File: config.mk
export PLATFORM = sky130hd
export DESIGN_NAME = nrsp_ctrl
export DESIGN_NICKNAME = d
export VERILOG_FILES = /design/src/rtl/core/nrsp_pkg.sv /design/src/rtl/core/nrsp_ctrl.sv
export SDC_FILE = /design/constraint.sdc
export NUM_CORES = 1
export LEC_CHECK = 0
export BUFFER_PORTS_ARGS = -buffer_cell sky130_fd_sc_hd__buf_2
export CAP_MARGIN = 20
export CORE_MARGIN = 2
export CORE_UTILIZATION = 50
export CTS_CLUSTER_DIAMETER = 120
export DETAILED_ROUTE_END_ITERATION = 7
export HOLD_SLACK_MARGIN = 0.12
export PLACE_DENSITY = 0.75
export SLEW_MARGIN = 25
export SYNTH_ARGS = -nofsm -noshare
export SYNTH_HDL_FRONTEND = slang
export SYNTH_SLANG_ARGS = --single-unit
File: constraint.sdc
create_clock -name clk -period 2.35 [get_ports clk]
set_input_delay 0.1175 -clock clk [delete_from_list [all_inputs] [get_ports clk]]
set_output_delay 0.1175 -clock clk [all_outputs]
set_load 0.02 [all_outputs]
File: src/rtl/core/nrsp_pkg.sv
// Shared constants, codes and control types of the nearest ray/sphere pick.
`timescale 1ns / 1ps

package nrsp_pkg;

    localparam int COORD_BITS_DEF = 32;
    localparam int FRAC_BITS_DEF  = 16;
    localparam int ID_BITS_DEF    = 16;

    // Width of the ray parameter t and of the distance cap.
    localparam int T_BITS = 31;
    localparam logic [T_BITS-1:0] T_MAX = {T_BITS{1'b1}};

    // Configuration register indexes.
    localparam int CFG_IDX_BITS = 3;
    typedef logic [CFG_IDX_BITS-1:0] cfg_idx_t;
    localparam cfg_idx_t CFG_ORG_X = 3'd0;
    localparam cfg_idx_t CFG_ORG_Y = 3'd1;
    localparam cfg_idx_t CFG_ORG_Z = 3'd2;
    localparam cfg_idx_t CFG_DIR_X = 3'd3;
    localparam cfg_idx_t CFG_DIR_Y = 3'd4;
    localparam cfg_idx_t CFG_DIR_Z = 3'd5;
    localparam cfg_idx_t CFG_CAP   = 3'd6;

    // Product jobs of the serial multiplier, in issue order.
    typedef logic [3:0] job_t;
    localparam job_t JOB_DD_X = 4'd0;
    localparam job_t JOB_DD_Y = 4'd1;
    localparam job_t JOB_DD_Z = 4'd2;
    localparam job_t JOB_DW_X = 4'd3;
    localparam job_t JOB_DW_Y = 4'd4;
    localparam job_t JOB_DW_Z = 4'd5;
    localparam job_t JOB_WW_X = 4'd6;
    localparam job_t JOB_WW_Y = 4'd7;
    localparam job_t JOB_WW_Z = 4'd8;
    localparam job_t JOB_RR   = 4'd9;
    localparam job_t JOB_BB   = 4'd10;
    localparam job_t JOB_AC   = 4'd11;

    // Numerator choice for the divider.
    typedef enum logic [1:0] {
        NUM_B_MINUS_S = 2'd0,
        NUM_B_PLUS_S  = 2'd1,
        NUM_S_MINUS_B = 2'd2
    } num_sel_t;

    typedef struct packed {
        logic     load;
        logic     mul_start;
        logic     mul_step;
        logic     acc;
        logic     fold;
        logic     sq_start;
        logic     sq_step;
        logic     div_start;
        logic     div_step;
        logic     take;
        logic     miss;
        logic     update;
        logic     emit;
        job_t     job;
        num_sel_t num_sel;
    } cmd_t;

    typedef struct packed {
        logic mul_done;
        logic sq_done;
        logic div_done;
        logic a_zero;
        logic disc_neg;
        logic bneg;
        logic b_gt_s;
        logic s_gt_b;
        logic q_zero;
        logic last;
        logic out_free;
    } stat_t;

endpackage

File: src/rtl/core/nrsp_ctrl.sv
// Controller state machine sequencing the pick datapath.
`timescale 1ns / 1ps

module nrsp_ctrl (
    input  logic            clk,
    input  logic            rst_n,
    input  logic            in_valid,
    output logic            in_ready,
    input  nrsp_pkg::stat_t stat,
    output nrsp_pkg::cmd_t  cmd
);

    typedef enum logic [11:0] {
        S_IDLE   = 12'b0000_0000_0001,
        S_MSTART = 12'b0000_0000_0010,
        S_MUL    = 12'b0000_0000_0100,
        S_ACC    = 12'b0000_0000_1000,
        S_FOLD   = 12'b0000_0001_0000,
        S_CHECK  = 12'b0000_0010_0000,
        S_SQRT   = 12'b0000_0100_0000,
        S_PICK   = 12'b0000_1000_0000,
        S_DIV    = 12'b0001_0000_0000,
        S_DIVEND = 12'b0010_0000_0000,
        S_UPDATE = 12'b0100_0000_0000,
        S_EMIT   = 12'b1000_0000_0000
    } state_t;

    state_t           state_reg, state_next;
    nrsp_pkg::job_t   job_reg, job_next;
    logic             first_reg, first_next;

    assign in_ready = (state_reg == S_IDLE);

    always_comb
    begin
        state_next  = state_reg;
        job_next    = job_reg;
        first_next  = first_reg;
        cmd         = '0;
        cmd.job     = job_reg;
        cmd.num_sel = nrsp_pkg::NUM_B_PLUS_S;
        case (state_reg)
            S_IDLE:
            begin
                if (in_valid)
                begin
                    cmd.load   = 1'b1;
                    job_next   = nrsp_pkg::JOB_DD_X;
                    state_next = S_MSTART;
                end
            end
            S_MSTART:
            begin
                cmd.mul_start = 1'b1;
                state_next    = S_MUL;
            end
            S_MUL:
            begin
                if (stat.mul_done)
                    state_next = S_ACC;
                else
                    cmd.mul_step = 1'b1;
            end
            S_ACC:
            begin
                cmd.acc = 1'b1;
                if (job_reg == nrsp_pkg::JOB_RR)
                begin
                    job_next   = nrsp_pkg::JOB_BB;
                    state_next = S_FOLD;
                end
                else if (job_reg == nrsp_pkg::JOB_AC)
                    state_next = S_CHECK;
                else
                begin
                    job_next   = nrsp_pkg::job_t'(job_reg + 1'b1);
                    state_next = S_MSTART;
                end
            end
            S_FOLD:
            begin
                cmd.fold = 1'b1;
                if (stat.a_zero)
                begin
                    cmd.miss   = 1'b1;
                    state_next = S_UPDATE;
                end
                else
                    state_next = S_MSTART;
            end
            S_CHECK:
            begin
                if (stat.disc_neg)
                begin
                    cmd.miss   = 1'b1;
                    state_next = S_UPDATE;
                end
                else
                begin
                    cmd.sq_start = 1'b1;
                    state_next   = S_SQRT;
                end
            end
            S_SQRT:
            begin
                if (stat.sq_done)
                    state_next = S_PICK;
                else
                    cmd.sq_step = 1'b1;
            end
            S_PICK:
            begin
                // near root first, far root as fallback
                if (stat.bneg && stat.b_gt_s)
                begin
                    cmd.div_start = 1'b1;
                    cmd.num_sel   = nrsp_pkg::NUM_B_MINUS_S;
                    first_next    = 1'b1;
                    state_next    = S_DIV;
                end
                else if (stat.bneg || stat.s_gt_b)
                begin
                    cmd.div_start = 1'b1;
                    cmd.num_sel   = stat.bneg ? nrsp_pkg::NUM_B_PLUS_S
                                              : nrsp_pkg::NUM_S_MINUS_B;
                    first_next    = 1'b0;
                    state_next    = S_DIV;
                end
                else
                begin
                    cmd.miss   = 1'b1;
                    state_next = S_UPDATE;
                end
            end
            S_DIV:
            begin
                if (stat.div_done)
                    state_next = S_DIVEND;
                else
                    cmd.div_step = 1'b1;
            end
            S_DIVEND:
            begin
                if (first_reg && stat.q_zero)
                begin
                    cmd.div_start = 1'b1;
                    cmd.num_sel   = nrsp_pkg::NUM_B_PLUS_S;
                    first_next    = 1'b0;
                    state_next    = S_DIV;
                end
                else
                begin
                    cmd.take   = 1'b1;
                    state_next = S_UPDATE;
                end
            end
            S_UPDATE:
            begin
                cmd.update = 1'b1;
                state_next = stat.last ? S_EMIT : S_IDLE;
            end
            S_EMIT:
            begin
                if (stat.out_free)
                begin
                    cmd.emit   = 1'b1;
                    state_next = S_IDLE;
                end
            end
            default:
            begin
                state_next = S_IDLE;
            end
        endcase
    end

    always_ff @(posedge clk or negedge rst_n)
    begin
        if (!rst_n)
        begin
            state_reg <= S_IDLE;
            job_reg   <= nrsp_pkg::JOB_DD_X;
            first_reg <= 1'b0;
        end
        else
        begin
            state_reg <= state_next;
            job_reg   <= job_next;
            first_reg <= first_next;
        end
    end

endmodule

======== Yosys cells after proc, flatten, opt, wreduce, memory -nomap -nowiden ========
Cells that the tools add are included.
storage, ports and cells
  flip-flop bits (word level) ............. 17
  bits of input ports ..................... 14
  output and inout bits ................... 20
  logic and storage cells ................. 87
cells by class
  add/subtract/negate cells ............... 1
  eq/ne operators ......................... 22
  mux-type cells .......................... 53
  reduce and logical (&&, ||, !) cells .... 8
operators with widths
  kind                                             count
  one-hot mux 12 bit (12 select lines)             1
  two-way mux 12 bit                               8
  two-way mux 11 bit                               4
  two-way mux 1 bit                                28
  == test 12 x 1 -> 1 bit, second input constant   1
  == test 12 x 10 -> 1 bit, second input constant  1
  == test 12 x 11 -> 1 bit, second input constant  1
  == test 12 bit, second input constant            1
  == test 12 x 2 -> 1 bit, second input constant   1
  == test 12 x 3 -> 1 bit, second input constant   1
  == test 12 x 4 -> 1 bit, second input constant   1
  == test 12 x 5 -> 1 bit, second input constant   1
  == test 12 x 6 -> 1 bit, second input constant   1
  == test 12 x 7 -> 1 bit, second input constant   1
  == test 12 x 8 -> 1 bit, second input constant   1
  == test 12 x 9 -> 1 bit, second input constant   1
  two-way mux 4 bit                                3
  != test 2 bit, second input constant             6
  == test 4 bit, second input constant             2
  two-way mux 2 bit                                4
  one-hot mux 4 bit (2 select lines)               1
  two-way mux 6 bit                                1
  != test 3 bit, second input constant             2
  AND reduction 3 bit                              2
  7 further kinds                                  10

======== Depth between registers and ports, before layout ========
Gate-level depths: netlist of run 1.
  depth after elaboration ................. 4
  depth in mapped cells ................... 7
  mapped depth without buffers ............ 6

======== Least setup slack after synthesis of run 1 ========
OpenSTA, ideal clock, no wires.
  path type ............................... register -> register
  start point ............................. register state_reg[8]
  end point ............................... register state_reg[9]
  library setup time ...................... 0.135 ns
  arrival ................................. 2.418 ns
  data required time ...................... 2.215 ns
  path slack .............................. -0.204 ns
  cell stages (with the launch flop) ...... 7
  path buffers ............................ 1
  clock period less this slack ............ 2.554 ns
  path through ............................ dfrtp_1 -> clkbuf_1 -> or4_1 -> nor4_1 -> or3_1 -> nand2b_1 -> nor4b_1
between the ends
  cells in the longest elaborated chain, start to end .. 3
  elaborated cells between the ends (all ways) .. 19
  those cells by class .................... eq/ne (17); mux (1); reduce/logical (1)
RTL lines
  item                                             line              source
  start, declared                                  nrsp_ctrl.sv:28   state_t state_reg, state_next;
  start signal, assigned                           nrsp_ctrl.sv:187  state_reg <= state_next;
  == test 12 x 3 -> 1 bit (tied with other cells)  nrsp_ctrl.sv:42   case (state_reg)
  != test 2 bit (no source line)                   -
  AND reduction 5 bit (no source line)             -
Parallel ways exist; a longest one is shown, timed or not.
A chain may end at the register's enable or synchronous reset.

==> results of run 1 <==
worst max-delay path by stage:
stage               slack, ns      endpoint  depth (start not counted)          from
CTS                     -0.10        cmd[9]                          5  state_reg[7]
detailed placement       0.10        cmd[9]                          5  state_reg[5]
global placement         0.16        cmd[9]                          5  state_reg[5]
global route            -0.20        cmd[9]                          5  state_reg[7]
finish                  -0.13        cmd[9]                          5  state_reg[7]
floorplan                0.05  state_reg[9]                          6  state_reg[8]
cell families (layout without fill, tap and decap cells):
logic type,after synthesis,in the layout,share of synthesized area [%]
flops,17,17,35.74
fa+ha+maj,2,2,2.096
buf+inv,12,60,5.451
compound gates,22,22,13.63
xor+xnor,4,4,2.936
simple gates,72,72,40.15
area by class of cell:
class	instances	area share (%)
clock buffer	3	1.424
clock inverter	1	0.4747
inverter	5	1.187
multi-input combinational	100	47.39
sequential	17	27.06
tap	28	2.215
timing repair buffer	51	20.25
per-layer routing:
metal / GRT usage [%] / up-vias / part of all wire [%]
met3: 4.520 / 4 / 5.4
met2: 40.21 / 45 / 46
met1: 34.11 / 581 / 47
li1: - / 589 / -
met5: 0 / - / 0
met4: 11.97 / 0 / 1.3
stage by stage:
stage / TNS (ns) / power [mW] / instances
floorplan: 0 / 0.7026 / 129
global placement: 0 / 0.8664 / 193
detailed placement: 0 / 0.8795 / 193
CTS: -0.1822 / 1.067 / 204
global route: -0.3506 / 1.146 / 205
finish: -0.2210 / 1.075 / 205
power by group:
group          leakage, nW  total, mW  internal, mW  switching, mW
registers            0.226      0.363         0.327         0.0365
logic                0.531      0.546         0.233          0.313
clock network       0.0139      0.166        0.0647          0.101
total                0.771       1.08         0.625          0.451
placed cells by master, fill, tap and decap left out, types with 2 or more instances in the layout:
master	Yosys	layout
buf_2	1	31
dfrtp_1	16	15
buf_4	1	15
nor2_1	13	13
nor4b_1	7	6
inv_1	5	5
nor4_2	2	5
nand3_1	5	5
or4_4	3	4
o21ai_0	4	4
nor4_1	6	3
nor2b_1	3	3
nand4_1	3	3
nand2b_1	3	3
or4b_2	3	3
and2_1	3	3
or2_2	3	3
clkbuf_4	0	3
dlygate4sd3_1	0	3
and3_1	2	2
and4_1	2	2
nand2_1	2	2
nor3b_1	2	2
a21o_1	2	2
xor2_1	2	2
xnor2_1	2	2
a21oi_1	2	2
nor3_1	3	2
ha_1	2	2
buf_6	2	2
worst max-delay path, cell delays in order (launching register included):
cell and delay, ns:
dfrtp_1 0.40, or4_4 0.54, or4_4 0.51, nor3b_4 0.24
a21boi_2 0.23, buf_6 0.14
what timing repair did:
item	in CTS	in global routing
buffers inserted	4	1
pin swaps	3	3
hold endpoints to repair	19	0
hold buffers	3	0
resized for setup	4	6
setup endpoints to repair	2	9
==> impl_metrics.tcl, run 1 <==
set metrics [dict create \
    rrSetupSlack_ns 0.13 \
    gp_routability_congestion 0.8936 \
    multi_input_area_um2 749.5 \
    place_hpwl_mm 2.349 \
    io_buffers 33 \
    r2r-start "state_reg[7]" \
    tightest_slew_ns 0.5030 \
    largest_reg_flops 12 \
    fin_crit_sh_pct 105.5 \
    final.setup.worst_slack_ns -0.1301 \
    drt_iter0_markers 24 \
    dp_slack_ns 0.1048 \
    slew_headroom_pct 66.00 \
    tritoncts "built" \
    wire_per_inst_um 15.60 \
    path_class "register to output port" \
    finalInstanceArea_mm2 0.001582 \
    die-width_um 52.86 \
    fp.dieArea_mm2 0.002794 \
    hold_start "stat[0]" \
    grt_pass1_wl_mm 5.188 \
    holdPathEnd "state_reg[11]" \
    drc 0 \
    cts_root_buf "clkbuf_4" \
    rows 17 \
    ys_ff_latch 17 \
    start_util_pct 53.45 \
    async_flop_share_pct 100.0 \
    cts_made_buffers 3 \
    violations "negative setup slack" \
    vdd_drop_max_mv 0.6541 \
    dpl-instance-area_mm2 0.001441 \
    synth_area_leader_cell "dfrtp_1" \
    critPathLaunchType "register" \
    synthTopCellsByArea "dfrtp_1 (34%), nor4b_1 (5.1%), nor2_1 (4.1%)" \
    critPathMaxFanout 3 \
    ctsLongestPathBuffers 2 \
    slew_violations 0 \
    r2r-end "state_reg[7]" \
    synth_edf_count 0 \
    clk_latency_ns 0.29 \
    power_density_mw_per_mm2 679.9 \
    ys_types 50 \
    outcome "finished with violations" \
    fill_cells 174 \
    drtPass1Iterations 4 \
    antenna_cells 0 \
    setup_violations 2 \
    rr_worst_depth 6 \
    routed_via_density 5.946 \
    nNetsFinal 194 \
    synth_flop_cell "dfrtp_1" \
    fin_skew_ns 0.002955 \
    syn_inst 129 \
    hold_viol_final 0 \
    drive_above_1_share_pct 42.94 \
    grtUsageTotal_pct 25.61 \
    post-route-util_pct 70.81 \
    whs_ns 0.1436 \
    ff_latch_area_um2 427.9 \
    clkTransAtPathRegs_ns 0.11 \
    cp-end-kind "output port" \
    yosysSeqAreaShare_pct 35.74 \
    hold_class "input port to register" \
    grt_overflow 0 \
    io_pins 34 \
    area_growth_pct 32.50 \
    ys.warnings.count 0 \
    synth_area_per_cell_um2 9.253 \
    cp.arrival_ns 2.36 \
    via_count 1219 \
    min_path_cells 3 \
    fin_crit_ns 2.480 \
    antenna_found_initial 0 \
    grt_max_degree 18 \
    yosysMostFrequentCell "dfrtp_1" \
    ctsHtreeMaxLevel 1 \
    grt_pass1_vias 1170 \
    die_h_um 52.86 \
    p_leak_nw 0.7707 \
    wl_mm 3.198 \
    synth_common_cells "dfrtp_1 (16), nor2_1 (13), nor4b_1 (7), nor4_1 (6)" \
    crit_required_ns 2.23 \
    cap_violations 0 \
    synth_area_mm2 0.001194 \
    synth_nets 145 \
    clock_sinks 17 \
    ant_nets 0 \
    rsz0062_at_grt "true" \
    max_freq_mhz 403.2 \
    netlist.area_leader.share_pct 33.54 \
    core_mm2 0.002233 \
]
Note: power is estimated with default switching activity, not from simulation.
==> inputs of run 2 (changes only) <==
--- a/config.mk
+++ b/config.mk
@@ -13,6 +13,7 @@
 export DETAILED_ROUTE_END_ITERATION = 7
 export HOLD_SLACK_MARGIN = 0.12
 export PLACE_DENSITY = 0.75
+export SKIP_CTS_REPAIR_TIMING = 1
 export SLEW_MARGIN = 25
 export SYNTH_ARGS = -nofsm -noshare
 export SYNTH_HDL_FRONTEND = slang
==> impl_metrics.tcl, run 2 (synthesis gave the netlist of run 1 again) <==
set metrics [dict create \
    outcome "finished with violations" \
    violations "negative setup slack" \
    die_h_um 52.86 \
    crit_chain "or4_4 > or4_4 > nor3b_4 > a21boi_4 > buf_6" \
    wl_met1_mm 1.500 \
    via_count 1209 \
    met2WireLength_mm 1.502 \
    gp_routability_congestion 0.8936 \
    fin_crit_sh_pct 106.8 \
    cpPeakStageDelay_ns 0.53 \
    p_leak_nw 0.7681 \
    multi_input_area_um2 757.0 \
    wl_met3_um 179 \
    grtUsageTotal_pct 24.90 \
    tightest_slew_ns 0.5172 \
    dpl-instance-area_mm2 0.001441 \
    fin_skew_ns 0.005119 \
    cp-end-kind "output port" \
    ctsHtreeMaxLevel 1 \
    ant_nets 0 \
    ff_latch_area_um2 426.7 \
    cts_root_buf "clkbuf_4" \
    worst_path_max_delay_cell "or4_4" \
    fin_crit_ns 2.511 \
    core_mm2 0.002233 \
    rsz0062_at_grt "true" \
    stdcell_count 204 \
    post-route-util_pct 70.76 \
    critPathTopFamily "simple AND/OR/NAND/NOR gates" \
    routed_via_density 5.926 \
    grt_overflow 0 \
    clkTransAtPathRegs_ns 0.11 \
    layout_common_cells "buf_2 (31), dfrtp_1 (16), buf_4 (14)" \
    wire_per_inst_um 15.73 \
    largest_reg_flops 12 \
    area_growth_pct 32.39 \
    slew_headroom_pct 65.04 \
    path_class "register to output port" \
    grt_pass1_wl_mm 5.016 \
    hold_class "input port to register" \
    grt_pass1_vias 1117 \
    fill_cells 173 \
    nNetsFinal 193 \
    antenna_found_initial 0 \
    routed.top_layer "met4" \
    final.setup.worst_slack_ns -0.1607 \
    io_buffers 33 \
    grt_max_degree 18 \
    cp.arrival_ns 2.39 \
    tns_ns -0.3153 \
    rows 17 \
    fp.dieArea_mm2 0.002794 \
    critPathLaunchType "register" \
    clk_latency_ns 0.30 \
    start_util_pct 53.45 \
    drive_above_1_share_pct 42.05 \
    antenna_cells 0 \
    cpMostUsedCell "or4_4" \
    clock_sinks 17 \
    setup_violations 2 \
    drc 0 \
    power_density_mw_per_mm2 672.3 \
    die-width_um 52.86 \
    path_buf_inv 1 \
    max_freq_mhz 398.3 \
    slew_violations 0 \
    io_pins 34 \
    drtPass1Iterations 4 \
    ctsLongestPathBuffers 2 \
    critPathMaxFanout 5 \
    vdd_drop_max_mv 0.6514 \
    final_common_cell "buf_2" \
    place_hpwl_mm 2.349 \
    finalInstanceArea_mm2 0.001580 \
    cts_made_buffers 3 \
    drt_iter0_markers 20 \
    dp_cells 193 \
    wl_mm 3.209 \
    cap_violations 0 \
    crit_required_ns 2.23 \
    hold_viol_final 0 \
    tritoncts "built" \
]
[run 2: final timing paths]
check                        startpoint       endpoint  slack (ns)  cells after the start
setup / recovery           state_reg[4]         cmd[9]       -0.16                      5
hold / removal                  stat[0]  state_reg[11]        0.14                      3
setup reg to reg           state_reg[4]   state_reg[7]        0.18                      6
hold reg to reg              job_reg[3]     job_reg[2]        0.54                      1
max in group asynchronous         rst_n   state_reg[0]        1.76                      2
min in group asynchronous         rst_n   state_reg[2]        0.27                      2
[run 2: area by class of cell]
type | count | share of cell area (%)
Clock buffer | 3 | 1.425
Clock inverter | 1 | 0.4751
Tap cell | 28 | 2.217
Multi-Input combinational cell | 100 | 47.90
Sequential cell | 17 | 27.00
Timing Repair Buffer | 50 | 19.79
Inverter | 5 | 1.188
[run 2: worst reg2reg max path: stages (launching register included)]
cell and delay [ns]:
dfrtp_1 0.43, or4_4 0.53, buf_4 0.18, or4_1 0.47, o21ai_0 0.09, a21oi_1 0.16, nor4_2 0.24
[run 2: metal layers]
| layer | global-route usage [%] | vias to the layer above |
|---|---|---|
| met5 | 0 | - |
| met4 | 9.829 | 0 |
| met3 | 4.237 | 2 |
| met2 | 39.17 | 51 |
| met1 | 33.93 | 565 |
| li1 | - | 591 |
[run 2: metrics by stage]
stage                     worst slack [ns]  total power [mW]  hold WS (ns)
after floorplan                    0.04986            0.7026       -0.1781
after global placement              0.1596            0.8664       0.07035
after detailed placement            0.1048            0.8795       0.06726
after CTS                          -0.2459             1.046       -0.2659
after global routing               -0.2282             1.129        0.1633
final                              -0.1607             1.062        0.1394
[run 2: where the power goes]
part           switching, mW  internal [mW]  leakage (nW)  total [mW]
Combinational          0.312          0.221         0.527       0.532
Sequential            0.0362          0.327         0.227       0.363
Clock                  0.102         0.0647        0.0139       0.167
